--- config.mk ---
export PLATFORM = sky130hd
export DESIGN_NAME = rolling_average_limit_monitor_flat
export DESIGN_NICKNAME = d
export VERILOG_FILES = /design/src/hw/rtl/rlm_pkg.sv /design/src/hw/rtl/rlm_req_if.sv /design/src/hw/rtl/rlm_rsp_if.sv /design/src/hw/rtl/rlm_csr_if.sv /design/src/hw/rtl/rolling_average_limit_monitor.sv /design/src/flat_wrapper.sv
export SDC_FILE = /design/constraint.sdc
export NUM_CORES = 2
export LEC_CHECK = 0
export BUFFER_PORTS_ARGS = -buffer_cell sky130_fd_sc_hd__buf_2
export CAP_MARGIN = 5
export CORE_ASPECT_RATIO = 1.5
export CORE_MARGIN = 10
export CORE_UTILIZATION = 57
export CTS_CLUSTER_SIZE = 24
export DETAILED_ROUTE_END_ITERATION = 8
export GPL_ROUTABILITY_DRIVEN = 0
export GPL_TIMING_DRIVEN = 0
export PLACE_DENSITY = 0.84
export SYNTH_ARGS = -nofsm -noshare
export SYNTH_HDL_FRONTEND = slang
export SYNTH_SLANG_ARGS = --single-unit
--- constraint.sdc ---
create_clock -name clock -period 7.9 [get_ports clock]
set_clock_uncertainty 0.15 [all_clocks]
set_input_delay 0 -clock clock [delete_from_list [all_inputs] [get_ports clock]]
set_output_delay 0 -clock clock [all_outputs]
set_load 0.01 [all_outputs]
--- src/hw/rtl/rlm_pkg.sv ---
// ----------------------------------------------------------------------------
// rlm_pkg
// Shared sizes, opcodes and payload types of the rolling average limit monitor.
// ----------------------------------------------------------------------------
package rlm_pkg;

   localparam int SENSORS     = 10;
   localparam int WINDOW      = 5;
   localparam int SAMPLE_BITS = 16;

   localparam int INDEX_BITS  = 4;
   localparam int COUNT_BITS  = 5;
   localparam int THRESH_BITS = 5;
   localparam int TOTAL_BITS  = 32;

   localparam int SUM_BITS    = SAMPLE_BITS + 3;
   localparam int SCALE_BITS  = SAMPLE_BITS + 4;
   localparam int SENSOR_AW   = (SENSORS > 1) ? $clog2(SENSORS) : 1;
   localparam int SLOT_BITS   = (WINDOW > 1) ? $clog2(WINDOW) : 1;
   localparam int WARM_BITS   = $clog2(WINDOW + 1);
   localparam int HIST_DEPTH  = WINDOW * SENSORS;
   localparam int HIST_AW     = (HIST_DEPTH > 1) ? $clog2(HIST_DEPTH) : 1;

   localparam logic OP_LOAD   = 1'b0;
   localparam logic OP_SAMPLE = 1'b1;

   typedef struct packed {
      logic [TOTAL_BITS-1:0]  row_number;
      logic [COUNT_BITS-1:0]  out_of_bounds_count;
      logic                   anomaly;
      logic [TOTAL_BITS-1:0]  anomaly_total;
   } rsp_type;

   typedef struct packed {
      logic                          valid;
      logic                          opcode;
      logic [SENSOR_AW-1:0]          sensor;
      logic signed [SAMPLE_BITS-1:0] sample_value;
      logic signed [SAMPLE_BITS-1:0] limit_low;
      logic signed [SAMPLE_BITS-1:0] limit_high;
      logic                          sub;
      logic                          fwd;
      logic                          close;
      logic [HIST_AW-1:0]            addr;
   } s1_type;

   typedef struct packed {
      logic valid;
      logic oob;
      logic close;
   } s2_type;

endpackage

--- src/hw/rtl/rlm_req_if.sv ---
// ----------------------------------------------------------------------------
// rlm_req_if
// Request channel: limit loads and sensor samples.
// ----------------------------------------------------------------------------
interface rlm_req_if;

   logic                                   valid;
   logic                                   ready;
   logic                                   opcode;
   logic [rlm_pkg::INDEX_BITS-1:0]         sensor_index;
   logic signed [rlm_pkg::SAMPLE_BITS-1:0] sample_value;
   logic signed [rlm_pkg::SAMPLE_BITS-1:0] limit_low;
   logic signed [rlm_pkg::SAMPLE_BITS-1:0] limit_high;

   modport source (
      output valid, opcode, sensor_index, sample_value, limit_low, limit_high,
      input  ready
   );

   modport sink (
      input  valid, opcode, sensor_index, sample_value, limit_low, limit_high,
      output ready
   );

endinterface

--- src/hw/rtl/rlm_rsp_if.sv ---
// ----------------------------------------------------------------------------
// rlm_rsp_if
// Response channel: one row summary per evaluated row.
// ----------------------------------------------------------------------------
interface rlm_rsp_if;

   logic                            valid;
   logic                            ready;
   logic [rlm_pkg::TOTAL_BITS-1:0]  row_number;
   logic [rlm_pkg::COUNT_BITS-1:0]  out_of_bounds_count;
   logic                            anomaly;
   logic [rlm_pkg::TOTAL_BITS-1:0]  anomaly_total;

   modport source (
      output valid, row_number, out_of_bounds_count, anomaly, anomaly_total,
      input  ready
   );

   modport sink (
      input  valid, row_number, out_of_bounds_count, anomaly, anomaly_total,
      output ready
   );

endinterface

--- src/hw/rtl/rlm_csr_if.sv ---
// ----------------------------------------------------------------------------
// rlm_csr_if
// Control register write channel carrying the anomaly threshold.
// ----------------------------------------------------------------------------
interface rlm_csr_if;

   logic                            valid;
   logic                            ready;
   logic [rlm_pkg::THRESH_BITS-1:0] anomaly_threshold;

   modport source (
      output valid, anomaly_threshold,
      input  ready
   );

   modport sink (
      input  valid, anomaly_threshold,
      output ready
   );

endinterface

--- src/hw/rtl/rolling_average_limit_monitor.sv ---
// ----------------------------------------------------------------------------
// rolling_average_limit_monitor
// Moving average range check over a row of sensors with row anomaly counting.
// ----------------------------------------------------------------------------
// req_ch carries one request per handshake: opcode 0 loads the low and high
// limits of one sensor, opcode 1 delivers one sample; samples of a row come
// in ascending sensor order and the last sensor closes the row.
// rsp_ch returns one summary per closed row once a full window of rows has
// been seen: row number, out of bounds count, anomaly flag, anomaly total.
// csr_ch writes the anomaly threshold; it is always ready, and the user must
// write it only while the block is idle; the block itself does not enforce this.
// A request is taken every cycle while req_ch.ready is high. The summary of a
// closing sample passes the capture stage, the window sum update and the row
// count update into the output stage before it is valid on rsp_ch.
// The output stage plus one skid entry let requests keep flowing while a
// summary waits; req_ch.ready drops only when both are full.
// Reset clears limits, sums, row and anomaly counters, the threshold and the
// output stage; the sample history holds no data until written.
// ----------------------------------------------------------------------------
module rolling_average_limit_monitor (
   input  logic      clock,
   input  logic      reset,
   rlm_req_if.sink   req_ch,
   rlm_rsp_if.source rsp_ch,
   rlm_csr_if.sink   csr_ch
);

   localparam logic [rlm_pkg::TOTAL_BITS-1:0] SAT_MAX  = '1;
   localparam logic [rlm_pkg::COUNT_BITS-1:0] CNT_MAX  = '1;
   localparam logic signed [rlm_pkg::SCALE_BITS-1:0] WINDOW_S =
      rlm_pkg::SCALE_BITS'(rlm_pkg::WINDOW);

   logic [rlm_pkg::THRESH_BITS-1:0]        thresh_ff;

   logic [rlm_pkg::SLOT_BITS-1:0]          slot_ff;
   logic [rlm_pkg::WARM_BITS-1:0]          warm_ff;

   logic signed [rlm_pkg::SAMPLE_BITS-1:0] hist_mem [rlm_pkg::HIST_DEPTH];
   logic signed [rlm_pkg::SAMPLE_BITS-1:0] hist_rd_ff;
   logic signed [rlm_pkg::SAMPLE_BITS-1:0] fwd_data_ff;

   logic signed [rlm_pkg::SUM_BITS-1:0]    sum_tab_ff  [rlm_pkg::SENSORS];
   logic signed [rlm_pkg::SCALE_BITS-1:0]  low_tab_ff  [rlm_pkg::SENSORS];
   logic signed [rlm_pkg::SCALE_BITS-1:0]  high_tab_ff [rlm_pkg::SENSORS];

   rlm_pkg::s1_type s1_ff;
   rlm_pkg::s2_type s2_ff;

   logic [rlm_pkg::TOTAL_BITS-1:0] rows_ff;
   logic [rlm_pkg::TOTAL_BITS-1:0] total_ff;
   logic [rlm_pkg::COUNT_BITS-1:0] viol_ff;

   rlm_pkg::rsp_type out_ff;
   rlm_pkg::rsp_type skid_ff;
   logic             out_valid_ff;
   logic             skid_valid_ff;

   logic                                   run;
   logic                                   req_accept;
   logic                                   idx_ok;
   logic                                   close_in;
   logic [rlm_pkg::SENSOR_AW-1:0]          sensor_in;
   logic [rlm_pkg::HIST_AW-1:0]            rd_addr;

   logic signed [rlm_pkg::SAMPLE_BITS-1:0] old_val;
   logic signed [rlm_pkg::SUM_BITS-1:0]    sum_in;
   logic signed [rlm_pkg::SCALE_BITS-1:0]  low_scaled;
   logic signed [rlm_pkg::SCALE_BITS-1:0]  high_scaled;
   logic                                   oob;

   logic [rlm_pkg::COUNT_BITS-1:0]         cnt_in;
   logic [rlm_pkg::TOTAL_BITS-1:0]         row_no;
   logic                                   emit;
   logic                                   anom;
   logic                                   push;
   logic                                   pop;
   rlm_pkg::rsp_type                       result_in;

   // front end: capture and history address
   assign run        = !skid_valid_ff;
   assign req_accept = req_ch.valid && run;
   assign idx_ok     = {1'b0, req_ch.sensor_index} <
                       (rlm_pkg::INDEX_BITS + 1)'(rlm_pkg::SENSORS);
   assign sensor_in  = req_ch.sensor_index[rlm_pkg::SENSOR_AW-1:0];
   assign close_in   = (req_ch.opcode == rlm_pkg::OP_SAMPLE) &&
                       (req_ch.sensor_index ==
                        rlm_pkg::INDEX_BITS'(rlm_pkg::SENSORS - 1));
   assign rd_addr    = rlm_pkg::HIST_AW'(slot_ff) *
                       rlm_pkg::HIST_AW'(rlm_pkg::SENSORS) +
                       rlm_pkg::HIST_AW'(sensor_in);

   assign req_ch.ready = run;
   assign csr_ch.ready = 1'b1;

   always_ff @(posedge clock) begin
      if (reset) begin
         thresh_ff <= '0;
      end else if (csr_ch.valid) begin
         thresh_ff <= csr_ch.anomaly_threshold;
      end
   end

   always_ff @(posedge clock) begin
      if (reset) begin
         slot_ff <= '0;
         warm_ff <= '0;
      end else if (req_accept && idx_ok && close_in) begin
         slot_ff <= (slot_ff == rlm_pkg::SLOT_BITS'(rlm_pkg::WINDOW - 1)) ?
                    '0 : slot_ff + 1'b1;
         if (warm_ff < rlm_pkg::WARM_BITS'(rlm_pkg::WINDOW)) begin
            warm_ff <= warm_ff + 1'b1;
         end
      end
   end

   always_ff @(posedge clock) begin
      if (req_accept) begin
         hist_rd_ff  <= hist_mem[rd_addr];
         fwd_data_ff <= s1_ff.sample_value;
      end
      if (run && s1_ff.valid && s1_ff.opcode == rlm_pkg::OP_SAMPLE) begin
         hist_mem[s1_ff.addr] <= s1_ff.sample_value;
      end
   end

   always_ff @(posedge clock) begin
      if (reset) begin
         s1_ff.valid <= 1'b0;
      end else if (run) begin
         s1_ff.valid <= req_accept && idx_ok;
      end
      if (req_accept) begin
         s1_ff.opcode       <= req_ch.opcode;
         s1_ff.sensor       <= sensor_in;
         s1_ff.sample_value <= req_ch.sample_value;
         s1_ff.limit_low    <= req_ch.limit_low;
         s1_ff.limit_high   <= req_ch.limit_high;
         s1_ff.sub          <= warm_ff >= rlm_pkg::WARM_BITS'(rlm_pkg::WINDOW);
         s1_ff.fwd          <= s1_ff.valid && s1_ff.opcode == rlm_pkg::OP_SAMPLE &&
                               s1_ff.addr == rd_addr;
         s1_ff.close        <= close_in;
         s1_ff.addr         <= rd_addr;
      end
   end

   // window sum update and limit check
   assign old_val     = s1_ff.fwd ? fwd_data_ff : hist_rd_ff;
   assign sum_in      = sum_tab_ff[s1_ff.sensor] +
                        rlm_pkg::SUM_BITS'(s1_ff.sample_value) -
                        (s1_ff.sub ? rlm_pkg::SUM_BITS'(old_val) : '0);
   assign low_scaled  = rlm_pkg::SCALE_BITS'(rlm_pkg::SCALE_BITS'(s1_ff.limit_low) *
                                             WINDOW_S);
   assign high_scaled = rlm_pkg::SCALE_BITS'(rlm_pkg::SCALE_BITS'(s1_ff.limit_high) *
                                             WINDOW_S);
   assign oob         = (rlm_pkg::SCALE_BITS'(sum_in) < low_tab_ff[s1_ff.sensor]) ||
                        (rlm_pkg::SCALE_BITS'(sum_in) > high_tab_ff[s1_ff.sensor]);

   always_ff @(posedge clock) begin
      if (reset) begin
         for (int i = 0; i < rlm_pkg::SENSORS; i++) begin
            sum_tab_ff[i]  <= '0;
            low_tab_ff[i]  <= '0;
            high_tab_ff[i] <= '0;
         end
      end else if (run && s1_ff.valid) begin
         if (s1_ff.opcode == rlm_pkg::OP_SAMPLE) begin
            sum_tab_ff[s1_ff.sensor] <= sum_in;
         end else begin
            low_tab_ff[s1_ff.sensor]  <= low_scaled;
            high_tab_ff[s1_ff.sensor] <= high_scaled;
         end
      end
   end

   always_ff @(posedge clock) begin
      if (reset) begin
         s2_ff.valid <= 1'b0;
      end else if (run) begin
         s2_ff.valid <= s1_ff.valid && s1_ff.opcode == rlm_pkg::OP_SAMPLE;
      end
      if (run) begin
         s2_ff.oob   <= oob;
         s2_ff.close <= s1_ff.close;
      end
   end

   // row counting and summary
   assign cnt_in = (s2_ff.oob && viol_ff != CNT_MAX) ? viol_ff + 1'b1 : viol_ff;
   assign row_no = (rows_ff != SAT_MAX) ? rows_ff + 1'b1 : rows_ff;
   assign emit   = row_no >= rlm_pkg::TOTAL_BITS'(rlm_pkg::WINDOW);
   assign anom   = cnt_in > rlm_pkg::COUNT_BITS'(thresh_ff);
   assign push   = run && s2_ff.valid && s2_ff.close && emit;
   assign pop    = out_valid_ff && rsp_ch.ready;

   always_comb begin
      result_in.row_number          = row_no;
      result_in.out_of_bounds_count = cnt_in;
      result_in.anomaly             = anom;
      result_in.anomaly_total       = (anom && total_ff != SAT_MAX) ?
                                      total_ff + 1'b1 : total_ff;
   end

   always_ff @(posedge clock) begin
      if (reset) begin
         rows_ff  <= '0;
         total_ff <= '0;
         viol_ff  <= '0;
      end else if (run && s2_ff.valid) begin
         if (s2_ff.close) begin
            rows_ff <= row_no;
            viol_ff <= '0;
            if (emit) begin
               total_ff <= result_in.anomaly_total;
            end
         end else begin
            viol_ff <= cnt_in;
         end
      end
   end

   // output stage with one skid entry
   always_ff @(posedge clock) begin
      if (reset) begin
         out_valid_ff  <= 1'b0;
         skid_valid_ff <= 1'b0;
      end else if (pop) begin
         if (skid_valid_ff) begin
            out_ff        <= skid_ff;
            skid_valid_ff <= 1'b0;
         end else if (push) begin
            out_ff <= result_in;
         end else begin
            out_valid_ff <= 1'b0;
         end
      end else if (push) begin
         if (out_valid_ff) begin
            skid_ff       <= result_in;
            skid_valid_ff <= 1'b1;
         end else begin
            out_ff       <= result_in;
            out_valid_ff <= 1'b1;
         end
      end
   end

   assign rsp_ch.valid               = out_valid_ff;
   assign rsp_ch.row_number          = out_ff.row_number;
   assign rsp_ch.out_of_bounds_count = out_ff.out_of_bounds_count;
   assign rsp_ch.anomaly             = out_ff.anomaly;
   assign rsp_ch.anomaly_total       = out_ff.anomaly_total;

endmodule

--- src/flat_wrapper.sv ---
// flat-port wrapper written by rule: the top's interface ports become plain ports
module rolling_average_limit_monitor_flat 
  (clock, reset, req_ch_valid, req_ch_opcode, req_ch_sensor_index, req_ch_sample_value, req_ch_limit_low, req_ch_limit_high, req_ch_ready, rsp_ch_valid, rsp_ch_row_number, rsp_ch_out_of_bounds_count, rsp_ch_anomaly, rsp_ch_anomaly_total, rsp_ch_ready, csr_ch_valid, csr_ch_anomaly_threshold, csr_ch_ready);
  rlm_req_if req_ch_i ();
  rlm_rsp_if rsp_ch_i ();
  rlm_csr_if csr_ch_i ();
  input  logic clock;
  input  logic reset;
  input wire logic [$bits(req_ch_i.valid)-1:0] req_ch_valid;
  input wire logic [$bits(req_ch_i.opcode)-1:0] req_ch_opcode;
  input wire logic [$bits(req_ch_i.sensor_index)-1:0] req_ch_sensor_index;
  input wire logic [$bits(req_ch_i.sample_value)-1:0] req_ch_sample_value;
  input wire logic [$bits(req_ch_i.limit_low)-1:0] req_ch_limit_low;
  input wire logic [$bits(req_ch_i.limit_high)-1:0] req_ch_limit_high;
  output wire logic [$bits(req_ch_i.ready)-1:0] req_ch_ready;
  output wire logic [$bits(rsp_ch_i.valid)-1:0] rsp_ch_valid;
  output wire logic [$bits(rsp_ch_i.row_number)-1:0] rsp_ch_row_number;
  output wire logic [$bits(rsp_ch_i.out_of_bounds_count)-1:0] rsp_ch_out_of_bounds_count;
  output wire logic [$bits(rsp_ch_i.anomaly)-1:0] rsp_ch_anomaly;
  output wire logic [$bits(rsp_ch_i.anomaly_total)-1:0] rsp_ch_anomaly_total;
  input wire logic [$bits(rsp_ch_i.ready)-1:0] rsp_ch_ready;
  input wire logic [$bits(csr_ch_i.valid)-1:0] csr_ch_valid;
  input wire logic [$bits(csr_ch_i.anomaly_threshold)-1:0] csr_ch_anomaly_threshold;
  output wire logic [$bits(csr_ch_i.ready)-1:0] csr_ch_ready;
  assign req_ch_i.valid = req_ch_valid;
  assign req_ch_i.opcode = req_ch_opcode;
  assign req_ch_i.sensor_index = req_ch_sensor_index;
  assign req_ch_i.sample_value = req_ch_sample_value;
  assign req_ch_i.limit_low = req_ch_limit_low;
  assign req_ch_i.limit_high = req_ch_limit_high;
  assign req_ch_ready = req_ch_i.ready;
  assign rsp_ch_valid = rsp_ch_i.valid;
  assign rsp_ch_row_number = rsp_ch_i.row_number;
  assign rsp_ch_out_of_bounds_count = rsp_ch_i.out_of_bounds_count;
  assign rsp_ch_anomaly = rsp_ch_i.anomaly;
  assign rsp_ch_anomaly_total = rsp_ch_i.anomaly_total;
  assign rsp_ch_i.ready = rsp_ch_ready;
  assign csr_ch_i.valid = csr_ch_valid;
  assign csr_ch_i.anomaly_threshold = csr_ch_anomaly_threshold;
  assign csr_ch_ready = csr_ch_i.ready;
  rolling_average_limit_monitor u_core (.clock(clock), .reset(reset), .req_ch(req_ch_i), .rsp_ch(rsp_ch_i), .csr_ch(csr_ch_i));
endmodule
### Yosys cells after proc, flatten, opt, wreduce, memory -nomap -nowiden

Memories as Yosys holds them, arrays and structs flattened. A register that Yosys moved wholly into a read port is not among the register bits.
Index checks and enable logic that the tools add are counted.
Widths: inputs -> output; s select.

| word-level totals | value |
|---|---|
| word-level logic and storage cells | 132 |
| memories kept | 4 |
| flip-flop bits (word level) | 304 |
| bits in writable memories | 1390 |

| operators by class | value |
|---|---|
| multiply operators | 3 |
| bitwise logic cells | 2 |
| mux-type cells | 40 |
| add/sub/neg operators | 8 |
| order comparisons | 7 |
| reductions and logical operators | 29 |
| equal/unequal tests | 9 |

Memory list:

| memory | words | bits a word | read ports | clocked after memory_dff | write ports | line | RTL |
|---|---|---|---|---|---|---|---|
| u_core.hist_mem | 50 | 16 | 1 | 1 | 1 | rolling_average_limit_monitor.sv:38 | `logic signed [rlm_pkg::SAMPLE_BITS-1:0] hist_mem [rlm_pkg::HIST_DEPTH];` |
| u_core.high_tab_ff | 10 | 20 | 1 | 1 | 10 | rolling_average_limit_monitor.sv:44 | `logic signed [rlm_pkg::SCALE_BITS-1:0] high_tab_ff [rlm_pkg::SENSORS];` |
| u_core.low_tab_ff | 10 | 20 | 1 | 1 | 10 | rolling_average_limit_monitor.sv:43 | `logic signed [rlm_pkg::SCALE_BITS-1:0] low_tab_ff [rlm_pkg::SENSORS];` |
| u_core.sum_tab_ff | 10 | 19 | 1 | 1 | 10 | rolling_average_limit_monitor.sv:42 | `logic signed [rlm_pkg::SUM_BITS-1:0] sum_tab_ff [rlm_pkg::SENSORS];` |

Operator list:

| operator | count |
|---|---|
| $mux 70 | 5 |
| $add 32x1->32 const B | 2 |
| $mux 32 | 2 |
| $ne 32x32->1 const B | 2 |
| $mul 16x4->20 const B | 2 |
| $mux 20 | 2 |
| $reduce_or 20->1 | 2 |
| $mux 19 | 2 |
| $ge 32x3->1 const B | 1 |
| $mux 4 | 6 |
| $gt 19x20->1 | 1 |
| $lt 19x20->1 | 1 |
| $add 19x19->19 | 1 |
| $mux 1 | 19 |
| $reduce_or 19->1 | 1 |
| $sub 19x19->19 | 1 |
| $mux 16 | 1 |
| $logic_and 1x1->1 | 14 |
| $mux 5 | 2 |
| $reduce_and 4->1 | 2 |
| $add 3x1->3 const B | 2 |
| $add 6x4->6 | 1 |
| $eq 6x6->1 | 1 |
| $ne 2x2->1 const B | 3 |
| 17 further kinds | 22 |

### Logic depth before layout (Yosys ltp)

| depth | value |
|---|---|
| depth in word-level cells | 9 |
| gate-level depth with buffers | 27 |

### Least setup slack after synthesis

Ideal clock, no wire load.

| timing | value |
|---|---|
| kind | register to register |
| from | register u_core.rows_ff[0] (netlist bit) |
| to | register u_core.out_ff (netlist bit u_core.rsp_ch.anomaly), enable pin |
| setup slack | -761 ps |
| arrival time | 7900 ps |
| cell stages (with the launch flop) | 13 |
| path buffers | 2 |
| required time | 7139 ps |
| library setup time | 611 ps |
| path through | dfxtp_1 ha_1 and4_1 and4_1 buf_4 a211o_1 or4_1 o211ai_1 or4_4 or2_1 buf_6 nand2_1 a221oi_1 |

| on the way | value |
|---|---|
| word-level cells in the longest chain between the ends | 6 |
| elaborated cells between the ends (all ways) | 8 |

Ends and longest elaborated chain:

| item | line | RTL |
|---|---|---|
| start: declaration | rolling_average_limit_monitor.sv:49 | `logic [rlm_pkg::TOTAL_BITS-1:0] rows_ff;` |
| start signal: assignment | rolling_average_limit_monitor.sv:210 | `rows_ff <= row_no;` |
| $add 32x1->32 / $ne 32x32->1 (equally long branches) | rolling_average_limit_monitor.sv:189 | `assign row_no = (rows_ff != SAT_MAX) ? rows_ff + 1'b1 : rows_ff;` |
| $mux 32 * | rolling_average_limit_monitor.sv:189 |  |
| $ge 32x3->1 * | rolling_average_limit_monitor.sv:190 | `assign emit = row_no >= rlm_pkg::TOTAL_BITS'(rlm_pkg::WINDOW);` |
| $logic_and 1x1->1 * | rolling_average_limit_monitor.sv:192 | `assign push = run && s2_ff.valid && s2_ff.close && emit;` |
| $reduce_bool 2->1 (no line) | n/a |  |
| $reduce_and 4->1 (no line) * | n/a |  |
| end signal: assignment | rolling_average_limit_monitor.sv:228 | `out_ff <= skid_ff;` |
| end signal: assignment | rolling_average_limit_monitor.sv:231 | `out_ff <= result_in;` |
| end signal: assignment | rolling_average_limit_monitor.sv:240 | `out_ff <= result_in;` |
| end: declaration | rolling_average_limit_monitor.sv:53 | `rlm_pkg::rsp_type out_ff;` |

Every way passes the cells marked *; elsewhere a longest branch is shown, timed or not.
A chain may end at the register's enable or synchronous reset.

==> qor.csv <==
metric,value,unit
status,finished with violations,
failed_checks,"max-capacitance violations, negative setup slack",
max_cap_viol_count,1,
final_layout_size_suffix_gt1_share,21.2,%
avgRoutedWirePerCell,34.3,um
grt_max_degree,54,
critical_path_depth,24,
synth-edff-count,1979,
r2r_cells,24,
crit_family,buffers and inverters,
ys_seq_area_share,70.1,%
worstSetupPathType,flop to flop,
synth_most_common_cell,edfxtp_1,
numCtsBuffers,178,
start_util,57.4,%
place_ws,-1690,ps
die_width,339,um
clkSinkCount,2067,
grt_pass1_wl,387000,um
r2r_setup_slack,-110,ps
htreeDepth,4,
drt-pass1-iter-count,9,
post_synth_num_cell_types,72,
p_leak,34.4,nW
hold_viol,0,
num_vias,54206,
avgSynthCellArea,16.9,sq um
clock_latency,880,ps
fin_setup_tns,-113,ps
cts_tree,built,
nets,5903,
placed_cells,7401,
clock.fmax,0.125,GHz
antenna_found_initial,13,
hold_depth,4,
synth_top_area_share,68.1,%
core.rowCount,175,
fin_area,100000,sq um
wl,270000,um
synth_cells,5150,
area_growth,14.8,%
viasPerCell,6.88,
clockBufferDepth,3,
worstPathCellList,clkbuf_2 > clkbuf_2 > clkbuf_1 > mux4_2 > mux4_2 > inv_1 > fa_1 > inv_1 > ha_1 > nand2_1 > nor2_1 > o21ai_0 > o21ai_0 > nand2_1 > o31a_1 > and2_2 > ha_1 > nand4_1 > nor2_1 > nand3_1 > a31oi_1 > nor3_1 > and4b_1 > o31ai_4,
drcViolationCount,0,
die_area,169000,sq um
max_stage_delay,830,ps
crit_arrival,8430,ps
period_needed,8010,ps
synth-seq-cells,2067,
async_flop_share,0,%
critPathSlowestCell,clkbuf_1,
setup_violations,1,
dp_hpwl,163000,um
fillCellCount,9344,
peakVddDrop,0.270,mV
fin_util,65.9,%
overflow,0,
die_y,499,um
grt_pass1_vias,54881,
ioPinCount,136,
synthTopCellsByCount,"edfxtp_1 (1,979), nor2_1 (845), mux4_2 (535)",
core-area,152000,sq um
stdcell_count,7877,
ant_nets,0,
port_buffers,133,
fin_total_pwr,24.5,mW
hold_class,input pin to flop,
ys_top_cells_by_area,"edfxtp_1 (68%), mux4_2 (14%), nor2_1 (3.6%)",
crit_buf_inv,5,
track_usage,31.7,%
slew_viol_final,0,
min-delay-start,csr_ch_valid,
root_buffer,clkbuf_16,
synth_area,87300,sq um
post_dp_cell_area,92400,sq um
critPathCaptureType,flop,
initialDrtViolationCount,8868,
fin_crit_sh,101,%
setup_ws,-113,ps
relSlewSlack,0.152,%
yosys.area.top_type,edfxtp_1,
path_max_fanout,10,
synth_ff_type,edfxtp_1,
power.density,245,nW/um^2
cp-start-kind,flop,
fin_hold_ws,106,ps
yosysWarnings,0,
worst_slew_pin_slew,1500,ps
clk_pin_slew_worst_paths,80,ps
worstPathRequired,8320,ps
synth_nets,5370,
## per-layer routing
layer	track usage, %	up-vias	share of wire [%]
li1	-	20899	-
met3	10.3	1638	12
met1	33.0	26343	28
met2	52.5	5314	49
met5	0.0281	-	0.033
met4	25.3	12	11
## cells in the final DEF, fill, tap and decap left out, drive strengths merged, types with 57 or more instances in the layout
cell         instances
nor2               846
nand2              194
ha                 136
dlygate4sd3        129
clkinv              68
edfxtp            1979
mux2i               57
a21oi              128
buf                293
mux4               535
xnor2               72
inv                218
clkbuf             419
dfxtp               88
## state kept, by name (all words and copies together), names as in the netlist, 16 cells and up, named ones only
signal and count:
u_core.hist_mem 800, u_core.high_tab_ff 320, u_core.low_tab_ff 320, u_core.sum_tab_ff 304, u_core.skid_ff 70, u_core.s1_ff 62, u_core.rows_ff 32, u_core.rsp_ch.anomaly_total 32
u_core.rsp_ch.row_number 32, u_core.total_ff 32, u_core.fwd_data_ff 16, u_core.hist_rd_ff 16
## tightest hold or removal path, stage by stage
cell and delay [ps]:
buf_1 190, mux2i_1 200, dlygate4sd3_1 570, nor2_1 60
## layout make-up
cell class / count / area (sq um) / area share (%)
sequential: 2067 / 61200 / 61.1
multi-input combinational: 2594 / 24600 / 24.5
clock buffer: 216 / 4700 / 4.69
timing repair buffer: 354 / 3790 / 3.78
tap: 2035 / 2550 / 2.54
clock inverter: 112 / 1370 / 1.36
buffer: 274 / 1150 / 1.15
inverter: 214 / 803 / 0.802
antenna: 11 / 27.5 / 0.0275
## power by group
group / internal (mW) / leakage, nW / total (mW) / switching [mW]
Combinational: 1.10 / 11.6 / 3.02 / 1.92
Clock: 5.10 / 2.92 / 9.30 / 4.20
Sequential: 12.1 / 19.9 / 12.2 / 0.107
Total: 18.3 / 34.4 / 24.5 / 6.23
## path summary, 6_finish.rpt
| path | end |
|---|---|
| setup / recovery | u_core.s2_ff[1] |
| hold / removal | u_core.thresh_ff[4] |
| setup reg to reg | u_core.s2_ff[1] |
| hold reg to reg | u_core.s2_ff[0] |
## logic make-up after synthesis
kind of cell	synth area share, %
AOI/OAI and AO/OA	2.02
xor gates and xnor gates	1.25
adders and majority gates	2.43
buffers and inverters	2.15
DFF	70.1
muxes	15.1
other	0.00430
and+or+nand+nor	6.91
## repair_timing
item | CTS | global route
hold buffers | 129 | 0
pin swaps | 0 | 1
hold endpoints to repair | 248 | 0
setup buffers | 0 | 1
setup endpoints to repair | 113 | 1
gates resized for setup | 58 | 30
Power figures use the tool's default switching activity.
